===== src/hdl/mrid_pkg.sv =====
// Shared widths, constants and types of the masked RMS image difference unit.
package mrid_pkg;

  localparam int unsigned PIX_W      = 8;
  localparam int unsigned CH_N       = 3;
  localparam int unsigned CHC_W      = 2;
  localparam int unsigned SQ_W       = 2 * PIX_W;
  localparam int unsigned SQT_W      = SQ_W + 2;
  localparam int unsigned SUM_W      = 40;
  localparam int unsigned CNT_W      = 23;
  localparam int unsigned FRAC_W     = 16;
  localparam int unsigned NUM_W      = SUM_W + FRAC_W;
  localparam int unsigned ROOT_W     = 17;
  localparam int unsigned QUO_W      = 2 * ROOT_W;
  localparam int unsigned SREM_W     = ROOT_W + 1;
  localparam int unsigned STEP_W     = $clog2(NUM_W);
  localparam int unsigned QUEUE_DEPTH = 2;
  localparam int unsigned QPTR_W     = $clog2(QUEUE_DEPTH);
  localparam int unsigned QCNT_W     = $clog2(QUEUE_DEPTH + 1);

  localparam logic [CNT_W-1:0]  MAX_PIXELS        = CNT_W'(4194304);
  localparam logic [CHC_W-1:0]  CHANNEL_COUNT_RST = CHC_W'(3);
  localparam logic [STEP_W-1:0] DIV_LAST          = STEP_W'(NUM_W - 1);
  localparam logic [STEP_W-1:0] SQRT_LAST         = STEP_W'(ROOT_W - 1);

  // Totals of one finished frame, handed from the accumulator to the divider.
  typedef struct packed {
    logic [SUM_W-1:0] sum;
    logic [CNT_W-1:0] count;
  } frame_t;

  typedef enum logic [1:0] {
    BK_IDLE,
    BK_DIV,
    BK_SQRT,
    BK_OUT
  } back_state_e;

endpackage


===== src/hdl/mrid_pix_if.sv =====
// Pixel channel: valid/ready handshake carrying one pixel pair and its flags.
interface mrid_pix_if import mrid_pkg::*; ();
  logic             valid;
  logic             ready;
  logic             mask_on;
  logic [PIX_W-1:0] first_ch0;
  logic [PIX_W-1:0] first_ch1;
  logic [PIX_W-1:0] first_ch2;
  logic [PIX_W-1:0] second_ch0;
  logic [PIX_W-1:0] second_ch1;
  logic [PIX_W-1:0] second_ch2;
  logic             last_pixel;

  modport source (
    output valid, mask_on, first_ch0, first_ch1, first_ch2,
           second_ch0, second_ch1, second_ch2, last_pixel,
    input  ready
  );

  modport sink (
    input  valid, mask_on, first_ch0, first_ch1, first_ch2,
           second_ch0, second_ch1, second_ch2, last_pixel,
    output ready
  );
endinterface


===== src/hdl/mrid_res_if.sv =====
// Result channel: valid/ready handshake carrying one RMS result per frame.
interface mrid_res_if import mrid_pkg::*; ();
  logic              valid;
  logic              ready;
  logic [ROOT_W-1:0] rms_value;
  logic              empty_mask;

  modport source (
    output valid, rms_value, empty_mask,
    input  ready
  );

  modport sink (
    input  valid, rms_value, empty_mask,
    output ready
  );
endinterface


===== src/hdl/mrid_front.sv =====
// Front end: accepts pixels, squares channel differences and accumulates per frame.
module mrid_front import mrid_pkg::*; (
  input  logic             clk_i,
  input  logic             rst_ni,
  input  logic [CHC_W-1:0] channel_count_i,
  mrid_pix_if.sink         pix_i,
  output logic             push_valid_o,
  input  logic             push_ready_i,
  output frame_t           push_frame_o
);

  logic                          adv;
  logic                          accept;
  logic                          take;
  logic [CNT_W-1:0]              cnt_q;
  logic [CNT_W-1:0]              cnt_inc;
  logic [CH_N-1:0][PIX_W-1:0]    first_px;
  logic [CH_N-1:0][PIX_W-1:0]    second_px;
  logic [CH_N-1:0][PIX_W-1:0]    diff_d;

  logic                          s1_valid_q;
  logic                          s1_last_q;
  logic [CNT_W-1:0]              s1_cnt_q;
  logic [CH_N-1:0][PIX_W-1:0]    s1_diff_q;

  logic                          s2_valid_q;
  logic                          s2_last_q;
  logic [CNT_W-1:0]              s2_cnt_q;
  logic [CH_N-1:0][SQ_W-1:0]     s2_sq_q;

  logic [SQT_W-1:0]              sq_total;
  logic [SUM_W-1:0]              sum_q;
  logic [SUM_W-1:0]              sum_new;

  // The whole pipeline holds while a finished frame waits for room in the queue.
  assign adv         = !(s2_valid_q && s2_last_q && !push_ready_i);
  assign pix_i.ready = adv;
  assign accept      = pix_i.valid && adv;

  // Past the pixel limit a masked pixel is neither summed nor counted.
  assign take    = pix_i.mask_on && (cnt_q < MAX_PIXELS);
  assign cnt_inc = cnt_q + CNT_W'(take);

  assign first_px  = {pix_i.first_ch2, pix_i.first_ch1, pix_i.first_ch0};
  assign second_px = {pix_i.second_ch2, pix_i.second_ch1, pix_i.second_ch0};

  always_comb begin
    for (int k = 0; k < CH_N; k++) begin
      if (take && (CHC_W'(k) < channel_count_i)) begin
        diff_d[k] = (first_px[k] >= second_px[k]) ? (first_px[k] - second_px[k])
                                                  : (second_px[k] - first_px[k]);
      end else begin
        diff_d[k] = '0;
      end
    end
  end

  always_comb begin
    sq_total = '0;
    for (int k = 0; k < CH_N; k++) begin
      sq_total = sq_total + SQT_W'(s2_sq_q[k]);
    end
  end

  assign sum_new = sum_q + SUM_W'(sq_total);

  assign push_valid_o       = s2_valid_q && s2_last_q;
  assign push_frame_o.sum   = sum_new;
  assign push_frame_o.count = s2_cnt_q;

  always_ff @(posedge clk_i or negedge rst_ni) begin
    if (!rst_ni) begin
      cnt_q      <= '0;
      sum_q      <= '0;
      s1_valid_q <= 1'b0;
      s2_valid_q <= 1'b0;
    end else begin
      if (accept) begin
        cnt_q <= pix_i.last_pixel ? '0 : cnt_inc;
      end
      if (adv) begin
        s1_valid_q <= accept;
        s2_valid_q <= s1_valid_q;
        if (s2_valid_q) begin
          sum_q <= s2_last_q ? '0 : sum_new;
        end
      end
    end
  end

  always_ff @(posedge clk_i) begin
    if (accept) begin
      s1_last_q <= pix_i.last_pixel;
      s1_cnt_q  <= cnt_inc;
      s1_diff_q <= diff_d;
    end
    if (adv) begin
      s2_last_q <= s1_last_q;
      s2_cnt_q  <= s1_cnt_q;
      for (int k = 0; k < CH_N; k++) begin
        s2_sq_q[k] <= SQ_W'(s1_diff_q[k]) * SQ_W'(s1_diff_q[k]);
      end
    end
  end

endmodule


===== src/hdl/mrid_queue.sv =====
// Small frame queue between the accumulator and the divide/root engine.
module mrid_queue import mrid_pkg::*; (
  input  logic   clk_i,
  input  logic   rst_ni,
  input  logic   push_valid_i,
  output logic   push_ready_o,
  input  frame_t push_frame_i,
  output logic   pop_valid_o,
  input  logic   pop_ready_i,
  output frame_t pop_frame_o
);

  frame_t                  slot_q [QUEUE_DEPTH];
  logic [QPTR_W-1:0]       wr_ptr_q;
  logic [QPTR_W-1:0]       rd_ptr_q;
  logic [QCNT_W-1:0]       fill_q;
  logic                    push;
  logic                    pop;

  assign push_ready_o = (fill_q != QCNT_W'(QUEUE_DEPTH));
  assign pop_valid_o  = (fill_q != '0);
  assign pop_frame_o  = slot_q[rd_ptr_q];
  assign push         = push_valid_i && push_ready_o;
  assign pop          = pop_valid_o && pop_ready_i;

  // The depth is a power of two, so the pointers wrap by themselves.
  always_ff @(posedge clk_i or negedge rst_ni) begin
    if (!rst_ni) begin
      wr_ptr_q <= '0;
      rd_ptr_q <= '0;
      fill_q   <= '0;
    end else begin
      if (push) begin
        wr_ptr_q <= wr_ptr_q + QPTR_W'(1);
      end
      if (pop) begin
        rd_ptr_q <= rd_ptr_q + QPTR_W'(1);
      end
      if (push && !pop) begin
        fill_q <= fill_q + QCNT_W'(1);
      end else if (pop && !push) begin
        fill_q <= fill_q - QCNT_W'(1);
      end
    end
  end

  always_ff @(posedge clk_i) begin
    if (push) begin
      slot_q[wr_ptr_q] <= push_frame_i;
    end
  end

endmodule


===== src/hdl/mrid_back.sv =====
// Back end: bit-serial divide of the frame sum by its count, bit-serial square root.
module mrid_back import mrid_pkg::*; (
  input  logic   clk_i,
  input  logic   rst_ni,
  input  logic   pop_valid_i,
  output logic   pop_ready_o,
  input  frame_t pop_frame_i,
  mrid_res_if.source res_o
);

  back_state_e         state_q, state_d;
  logic [NUM_W-1:0]    num_q, num_d;
  logic [CNT_W-1:0]    rem_q, rem_d;
  logic [CNT_W-1:0]    div_q, div_d;
  logic [SREM_W-1:0]   srem_q, srem_d;
  logic [ROOT_W-1:0]   root_q, root_d;
  logic [STEP_W-1:0]   step_q, step_d;
  logic                empty_q, empty_d;
  logic                res_valid_q, res_valid_d;
  logic [ROOT_W-1:0]   res_rms_q, res_rms_d;
  logic                res_empty_q, res_empty_d;

  logic [CNT_W:0]      div_shift;
  logic [CNT_W:0]      div_diff;
  logic                div_ge;
  logic [NUM_W-1:0]    div_num;
  logic [SREM_W+1:0]   sq_shift;
  logic [SREM_W+1:0]   sq_trial;
  logic [SREM_W+1:0]   sq_diff;
  logic                sq_ge;

  // Restoring division step: one quotient bit per cycle enters at the bottom of num.
  assign div_shift = {rem_q, num_q[NUM_W-1]};
  assign div_ge    = (div_shift >= {1'b0, div_q});
  assign div_diff  = div_shift - {1'b0, div_q};
  assign div_num   = {num_q[NUM_W-2:0], div_ge};

  // Square root step: two radicand bits per cycle, one root bit out.
  assign sq_shift = {srem_q, num_q[NUM_W-1 -: 2]};
  assign sq_trial = (SREM_W + 2)'({root_q, 2'b01});
  assign sq_ge    = (sq_shift >= sq_trial);
  assign sq_diff  = sq_shift - sq_trial;

  assign res_o.valid      = res_valid_q;
  assign res_o.rms_value  = res_rms_q;
  assign res_o.empty_mask = res_empty_q;

  always_comb begin
    state_d     = state_q;
    num_d       = num_q;
    rem_d       = rem_q;
    div_d       = div_q;
    srem_d      = srem_q;
    root_d      = root_q;
    step_d      = step_q;
    empty_d     = empty_q;
    res_rms_d   = res_rms_q;
    res_empty_d = res_empty_q;
    res_valid_d = res_valid_q && !res_o.ready;
    pop_ready_o = 1'b0;

    case (state_q)
      BK_IDLE: begin
        pop_ready_o = 1'b1;
        if (pop_valid_i) begin
          if (pop_frame_i.count == '0) begin
            empty_d = 1'b1;
            root_d  = '0;
            state_d = BK_OUT;
          end else begin
            empty_d = 1'b0;
            num_d   = {pop_frame_i.sum, {FRAC_W{1'b0}}};
            rem_d   = '0;
            div_d   = pop_frame_i.count;
            step_d  = DIV_LAST;
            state_d = BK_DIV;
          end
        end
      end
      BK_DIV: begin
        num_d = div_num;
        rem_d = div_ge ? div_diff[CNT_W-1:0] : div_shift[CNT_W-1:0];
        if (step_q == '0) begin
          // The quotient fits in QUO_W bits; move it to the top for the root.
          num_d   = {div_num[QUO_W-1:0], {(NUM_W - QUO_W){1'b0}}};
          srem_d  = '0;
          root_d  = '0;
          step_d  = SQRT_LAST;
          state_d = BK_SQRT;
        end else begin
          step_d = step_q - STEP_W'(1);
        end
      end
      BK_SQRT: begin
        num_d  = {num_q[NUM_W-3:0], 2'b00};
        srem_d = sq_ge ? sq_diff[SREM_W-1:0] : sq_shift[SREM_W-1:0];
        root_d = {root_q[ROOT_W-2:0], sq_ge};
        if (step_q == '0) begin
          state_d = BK_OUT;
        end else begin
          step_d = step_q - STEP_W'(1);
        end
      end
      BK_OUT: begin
        if (!res_valid_q || res_o.ready) begin
          res_valid_d = 1'b1;
          res_rms_d   = root_q;
          res_empty_d = empty_q;
          state_d     = BK_IDLE;
        end
      end
      default: begin
        state_d = BK_IDLE;
      end
    endcase
  end

  always_ff @(posedge clk_i or negedge rst_ni) begin
    if (!rst_ni) begin
      state_q     <= BK_IDLE;
      res_valid_q <= 1'b0;
    end else begin
      state_q     <= state_d;
      res_valid_q <= res_valid_d;
    end
  end

  always_ff @(posedge clk_i) begin
    num_q       <= num_d;
    rem_q       <= rem_d;
    div_q       <= div_d;
    srem_q      <= srem_d;
    root_q      <= root_d;
    step_q      <= step_d;
    empty_q     <= empty_d;
    res_rms_q   <= res_rms_d;
    res_empty_q <= res_empty_d;
  end

endmodule


===== src/hdl/masked_rms_image_difference_unit.sv =====
// Masked RMS image difference: pixel pairs in, one Q9.8 RMS result out per frame.
//
// Pixels arrive on pix_i, one transfer per cycle while ready is high. Each transfer
// carries three channels of two images, a mask bit and a last-pixel flag.
// Channels 0 .. channel_count-1 of every masked-in pixel add their squared
// differences to a running sum, and the pixel is counted once; at most
// 4194304 pixels are counted per frame. The transfer flagged last closes the frame.
// One result per frame leaves on res_o: floor(256 * sqrt(sum / count)),
// or zero with empty_mask set when no pixel was counted.
// The accumulator pipeline registers the channel differences, then their
// squares, and adds them to the running sum. The divide/root engine then
// picks up each frame, makes 56 divide steps and 17 root steps, and loads
// the output register; an empty frame goes straight to the output. A two-frame
// queue lets the next frame stream in meanwhile; pix_i stalls only when frames
// shorter than the engine time pile up. A stall on res_o holds the result in
// its register, and the engine then waits with the next one.
// Reset clears the accumulators, the queue and the result, and sets
// channel_count to 3. Write channel_count only while the unit is idle.
module masked_rms_image_difference_unit import mrid_pkg::*; (
  input  logic             clk_i,
  input  logic             rst_ni,
  input  logic             cfg_we_i,
  input  logic [CHC_W-1:0] cfg_wdata_i,
  mrid_pix_if.sink         pix_i,
  mrid_res_if.source       res_o
);

  logic [CHC_W-1:0] channel_count_q;
  logic             push_valid;
  logic             push_ready;
  frame_t           push_frame;
  logic             pop_valid;
  logic             pop_ready;
  frame_t           pop_frame;

  always_ff @(posedge clk_i or negedge rst_ni) begin
    if (!rst_ni) begin
      channel_count_q <= CHANNEL_COUNT_RST;
    end else if (cfg_we_i) begin
      channel_count_q <= cfg_wdata_i;
    end
  end

  mrid_front u_front (
    .clk_i           (clk_i),
    .rst_ni          (rst_ni),
    .channel_count_i (channel_count_q),
    .pix_i           (pix_i),
    .push_valid_o    (push_valid),
    .push_ready_i    (push_ready),
    .push_frame_o    (push_frame)
  );

  mrid_queue u_queue (
    .clk_i        (clk_i),
    .rst_ni       (rst_ni),
    .push_valid_i (push_valid),
    .push_ready_o (push_ready),
    .push_frame_i (push_frame),
    .pop_valid_o  (pop_valid),
    .pop_ready_i  (pop_ready),
    .pop_frame_o  (pop_frame)
  );

  mrid_back u_back (
    .clk_i       (clk_i),
    .rst_ni      (rst_ni),
    .pop_valid_i (pop_valid),
    .pop_ready_o (pop_ready),
    .pop_frame_i (pop_frame),
    .res_o       (res_o)
  );

endmodule


===== src/flat_wrapper.sv =====
// flat-port wrapper written by rule: the top's interface ports become plain ports
module masked_rms_image_difference_unit_flat import mrid_pkg::*;
  (clk_i, rst_ni, cfg_we_i, cfg_wdata_i, pix_i_valid, pix_i_mask_on, pix_i_first_ch0, pix_i_first_ch1, pix_i_first_ch2, pix_i_second_ch0, pix_i_second_ch1, pix_i_second_ch2, pix_i_last_pixel, pix_i_ready, res_o_valid, res_o_rms_value, res_o_empty_mask, res_o_ready);
  mrid_pix_if pix_i_i ();
  mrid_res_if res_o_i ();
  input  logic clk_i;
  input  logic rst_ni;
  input  logic cfg_we_i;
  input  logic [CHC_W-1:0] cfg_wdata_i;
  input wire logic [$bits(pix_i_i.valid)-1:0] pix_i_valid;
  input wire logic [$bits(pix_i_i.mask_on)-1:0] pix_i_mask_on;
  input wire logic [$bits(pix_i_i.first_ch0)-1:0] pix_i_first_ch0;
  input wire logic [$bits(pix_i_i.first_ch1)-1:0] pix_i_first_ch1;
  input wire logic [$bits(pix_i_i.first_ch2)-1:0] pix_i_first_ch2;
  input wire logic [$bits(pix_i_i.second_ch0)-1:0] pix_i_second_ch0;
  input wire logic [$bits(pix_i_i.second_ch1)-1:0] pix_i_second_ch1;
  input wire logic [$bits(pix_i_i.second_ch2)-1:0] pix_i_second_ch2;
  input wire logic [$bits(pix_i_i.last_pixel)-1:0] pix_i_last_pixel;
  output wire logic [$bits(pix_i_i.ready)-1:0] pix_i_ready;
  output wire logic [$bits(res_o_i.valid)-1:0] res_o_valid;
  output wire logic [$bits(res_o_i.rms_value)-1:0] res_o_rms_value;
  output wire logic [$bits(res_o_i.empty_mask)-1:0] res_o_empty_mask;
  input wire logic [$bits(res_o_i.ready)-1:0] res_o_ready;
  assign pix_i_i.valid = pix_i_valid;
  assign pix_i_i.mask_on = pix_i_mask_on;
  assign pix_i_i.first_ch0 = pix_i_first_ch0;
  assign pix_i_i.first_ch1 = pix_i_first_ch1;
  assign pix_i_i.first_ch2 = pix_i_first_ch2;
  assign pix_i_i.second_ch0 = pix_i_second_ch0;
  assign pix_i_i.second_ch1 = pix_i_second_ch1;
  assign pix_i_i.second_ch2 = pix_i_second_ch2;
  assign pix_i_i.last_pixel = pix_i_last_pixel;
  assign pix_i_ready = pix_i_i.ready;
  assign res_o_valid = res_o_i.valid;
  assign res_o_rms_value = res_o_i.rms_value;
  assign res_o_empty_mask = res_o_i.empty_mask;
  assign res_o_i.ready = res_o_ready;
  masked_rms_image_difference_unit u_core (.clk_i(clk_i), .rst_ni(rst_ni), .cfg_we_i(cfg_we_i), .cfg_wdata_i(cfg_wdata_i), .pix_i(pix_i_i), .res_o(res_o_i));
endmodule

===== config.mk =====
export PLATFORM = sky130hd
export DESIGN_NAME = masked_rms_image_difference_unit_flat
export DESIGN_NICKNAME = d
export VERILOG_FILES = /design/src/hdl/mrid_pkg.sv /design/src/hdl/mrid_pix_if.sv /design/src/hdl/mrid_res_if.sv /design/src/hdl/mrid_front.sv /design/src/hdl/mrid_queue.sv /design/src/hdl/mrid_back.sv /design/src/hdl/masked_rms_image_difference_unit.sv /design/src/flat_wrapper.sv
export SDC_FILE = /design/constraint.sdc
export NUM_CORES = 1
export LEC_CHECK = 0
export BUFFER_PORTS_ARGS = -buffer_cell sky130_fd_sc_hd__buf_2
export CAP_MARGIN = 20
export CORE_UTILIZATION = 25
export DETAILED_ROUTE_END_ITERATION = 12
export PLACE_DENSITY = 0.43
export SLEW_MARGIN = 10
export SYNTH_ARGS = -nofsm -noshare
export SYNTH_HDL_FRONTEND = slang
export SYNTH_SLANG_ARGS = --single-unit
export TNS_END_PERCENT = 30

===== constraint.sdc =====
create_clock -name clk_i -period 6.4 [get_ports clk_i]
set_input_delay 0.32 -clock clk_i [delete_from_list [all_inputs] [get_ports clk_i]]
set_output_delay 0.32 -clock clk_i [all_outputs]
set_load 0.05 [all_outputs]

==> impl_metrics.yaml <==
route:
  vias: 18806
  wl_per_cell_um: 14.6
  drtPass1Iterations: 4
  ant_nets: 0
  wl_um: 64300
  viasPerCell: 4.26
  drc: 0
  drt_iter0_drc: 885
timing:
  worst_slew_pin_slew_ns: 0.942
  skew_ns: 0.0332
  min_period_over_period_pct: 69.4
  setup_ws_ns: 1.96
  fin_crit_ns: 4.44
  slew_headroom_pct: 37.0
  setup_violations: 0
  max_freq_ghz: 0.225
  slew_viol_final: 0
  setup_tns_ns: 0
  whs_ns: 0.0686
  final_hold_viol_count: 0
  grt_setup_unrepaired: "no"
power_and_ir_drop:
  max-vdd-ir-drop_mv: 0.351
  cellLeakagePower_nw: 14.1
  finalPower_mw: 19.3
  p_per_area_nw_per_um2: 567
final_layout:
  areaGrowthSynthToFinish_pct: 13.9
  fin_area_um2: 34100
  antennaDiodeCount: 0
  final_cells: 4417
  final_util_pct: 28.8
  drive_gt1_share_pct: 9.02
  fin_nets: 3147
placement:
  io_buffers: 76
  post-place-ws_ns: 1.96
  placed_cells: 4306
  placed_area_um2: 32200
  dp_hpwl_um: 46300
  gp_congestion: 0.756
logic_synthesis:
  seq_area_frac_synth_pct: 46.8
  postSynthCellCount: 2694
  synth_fa_ha_area_share_pct: 16.2
  synth_fp_nets: 3072
  ys_ff_latch: 479
  muxShareOfSynthArea_pct: 5.03
  syn_avg_cell_area_um2: 11.1
  synth_compound_area_share_pct: 10.9
  ys_types: 82
  synth_simple_gate_area_share_pct: 10.7
  synth_warnings: 0
  synth_top_family_by_area: "adder cells"
  synth_edf_count: 405
  async_flop_share_pct: 15.4
  synth_xor_area_share_pct: 4.86
  netlist_area_um2: 29900
  synth_flop_cell: "edfxtp_1"
floorplan:
  start_util_pct: 25.3
  rows: 126
  coreArea_um2: 118000
  die_h_um: 348
  die_width_um: 348
  ios: 77
  die-area_um2: 121000
clock_network:
  clock_path_buffers: 3
  cts_tree: "built"
  cts_root_buf: "clkbuf_16"
  cts.clk_slew.worst_paths_ns: 0.06
  clk-insertion-delay-late_ns: 0.63
  htreeDepth: 2
  numCtsBuffers: 56
  cts_setup_buffers: 0
  cts.sinks: 479
run_status:
  run_status: "finished, final reports clean"
job:
  cap_violations: 0
setup_path:
  worst-path-max-fanout: 9
  cp_cell_sequence: "nand2_1 -> fa_1 -> inv_1 -> fa_1 -> ha_1 -> inv_1 -> fa_1 -> inv_1 -> ha_1 -> a21o_1 -> a21oi_1 -> nor2b_1 -> o211ai_1 -> nand2_1 -> a41oi_1 -> nor2b_1 -> xnor2_1"
  worstPathArrival_ns: 4.82
  crit_family: "adder cells"
  worst_path_max_delay_cell: "fa_1"
  start_kind: "register"
  critical_path_required_ns: 6.78
  crit_buf_inv: 3
  crit_path_end_kind: "register"
  slowest_delay_ns: 0.52
  critical_path_class: "register to register"
grt:
  grt_max_degree: 84
  overflow: 0
  grt_pass1_vias: 19579
  grt.total_usage_pct: 10.8
  grt_pass1_wl_um: 106000
  antenna_found_initial: 0
min_path:
  hold_path_class: "input pin to register"
## worst reg2reg max path, stage by stage (launching register included)
cell	delay [ns]
edfxtp_1	0.51
nand2_1	0.18
fa_1	0.42
inv_1	0.08
fa_1	0.41
ha_1	0.29
inv_1	0.05
fa_1	0.52
inv_1	0.04
ha_1	0.32
a21o_1	0.20
a21oi_1	0.23
nor2b_1	0.10
o211ai_1	0.17
nand2_1	0.10
a41oi_1	0.29
nor2b_1	0.20
xnor2_1	0.07
## layout make-up
class,instances,area (um2)
tap,1600,2000
sequential,479,14000
clock buffer,78,1580
fill,12323,84300
timing repair buffer,104,609
clock inverter,28,289
multi-input combinational,1792,14300
inverter,336,1260
## synth_stat cells (26+ instances only)
cell      instances  area [um2]
xnor2_1         121        1060
dfrtp_1          72        1800
nand2_1         199         747
nand2b_1         28         175
mux2i_1         119        1190
and2_1           67         419
xor2_1           45         394
nor2b_1          50         313
nand3_1          53         265
edfxtp_1        405       12200
mux2_2           28         315
a21oi_1          93         465
fa_1            112        2240
o21ai_0         175         876
o21a_1           28         210
nor2_1          153         574
a22o_1           26         228
ha_1            209        2620
clkbuf_1         64         240
a21o_1           34         255
inv_1           335        1260
## power breakdown
part           internal (mW)  total [mW]  leakage, nW  switching (mW)
Combinational           3.89        10.0         8.29            6.16
Clock                   1.89        3.26        0.888            1.37
Sequential              5.42        6.01         4.97           0.588
Total                   11.2        19.3         14.1            8.11
## path summary, 6_finish.rpt
check	slack, ns	end	cells after the start	start
min reg2reg	0.42	u_core.u_front.s2_cnt_q[21]	0	u_core.u_front.s1_cnt_q[21]
max in group asynchronous	4.96	u_core.u_queue.rd_ptr_q	3	rst_ni
min in group asynchronous	0.25	u_core.u_front.sum_q[23]	2	rst_ni
max	1.96	u_core.u_front.s2_sq_q[45]	17	u_core.u_front.s1_diff_q[20]
min	0.07	u_core.u_back.res_o.valid	3	res_o_ready
max reg2reg	1.96	u_core.u_front.s2_sq_q[45]	17	u_core.u_front.s1_diff_q[20]
## layer usage
metal / vias to the layer above / global-route usage (%) / part of all wire, %
li1: 9522 / - / -
met1: 9006 / 14.4 / 49
met2: 193 / 18.3 / 47
met4: 0 / 2.69 / 2.0
met5: - / 0 / 0
met3: 85 / 1.41 / 2.4
## cell families after synthesis
family	after synthesis
flops	479
xor+xnor	166
compound gates	503
simple gates	654
fa+ha+maj	321
buf+inv	423
mux	147
other cells	1
## what timing repair did
| action | in CTS | in global routing |
|---|---|---|
| resized for setup | 0 | 0 |
| hold endpoints to repair | 37 | 0 |
| hold buffers | 5 | 0 |
## flip-flops by register name, indices dropped and copies added, names as in the netlist, 6 cells and up
| register | cells |
|---|---|
| u_core.u_front.sum_q | 40 |
| u_core.u_front.s1_cnt_q | 23 |
| u_core.u_front.s2_sq_q | 45 |
| u_core.u_back.step_q | 6 |
| u_core.u_back.rem_q | 23 |
| u_core.u_front.s1_diff_q | 24 |
| u_core.u_back.res_o.rms_value | 17 |
| u_core.u_front.cnt_q | 23 |
| u_core.u_back.num_q | 56 |
| u_core.u_front.s2_cnt_q | 23 |
| u_core.u_queue.slot_q | 126 |
| u_core.u_back.div_q | 23 |
| u_core.u_back.srem_q | 18 |
| u_core.u_back.root_q | 17 |
## layout by cell type (no fill, tap or decap), drive strengths merged, types with 34 or more instances in the layout
cell type,netlist,final
buf,23,99
dfrtp,72,72
clkbuf,64,78
ha,209,209
xnor2,121,121
fa,112,112
mux2i,119,119
inv,336,342
a21o,34,34
a21oi,95,95
nand2,199,199
and2,68,68
nor2,153,153
nor2b,50,50
o21ai,179,179
nand3,53,53
edfxtp,405,405
xor2,45,45
Power figures use the tool's default switching activity.
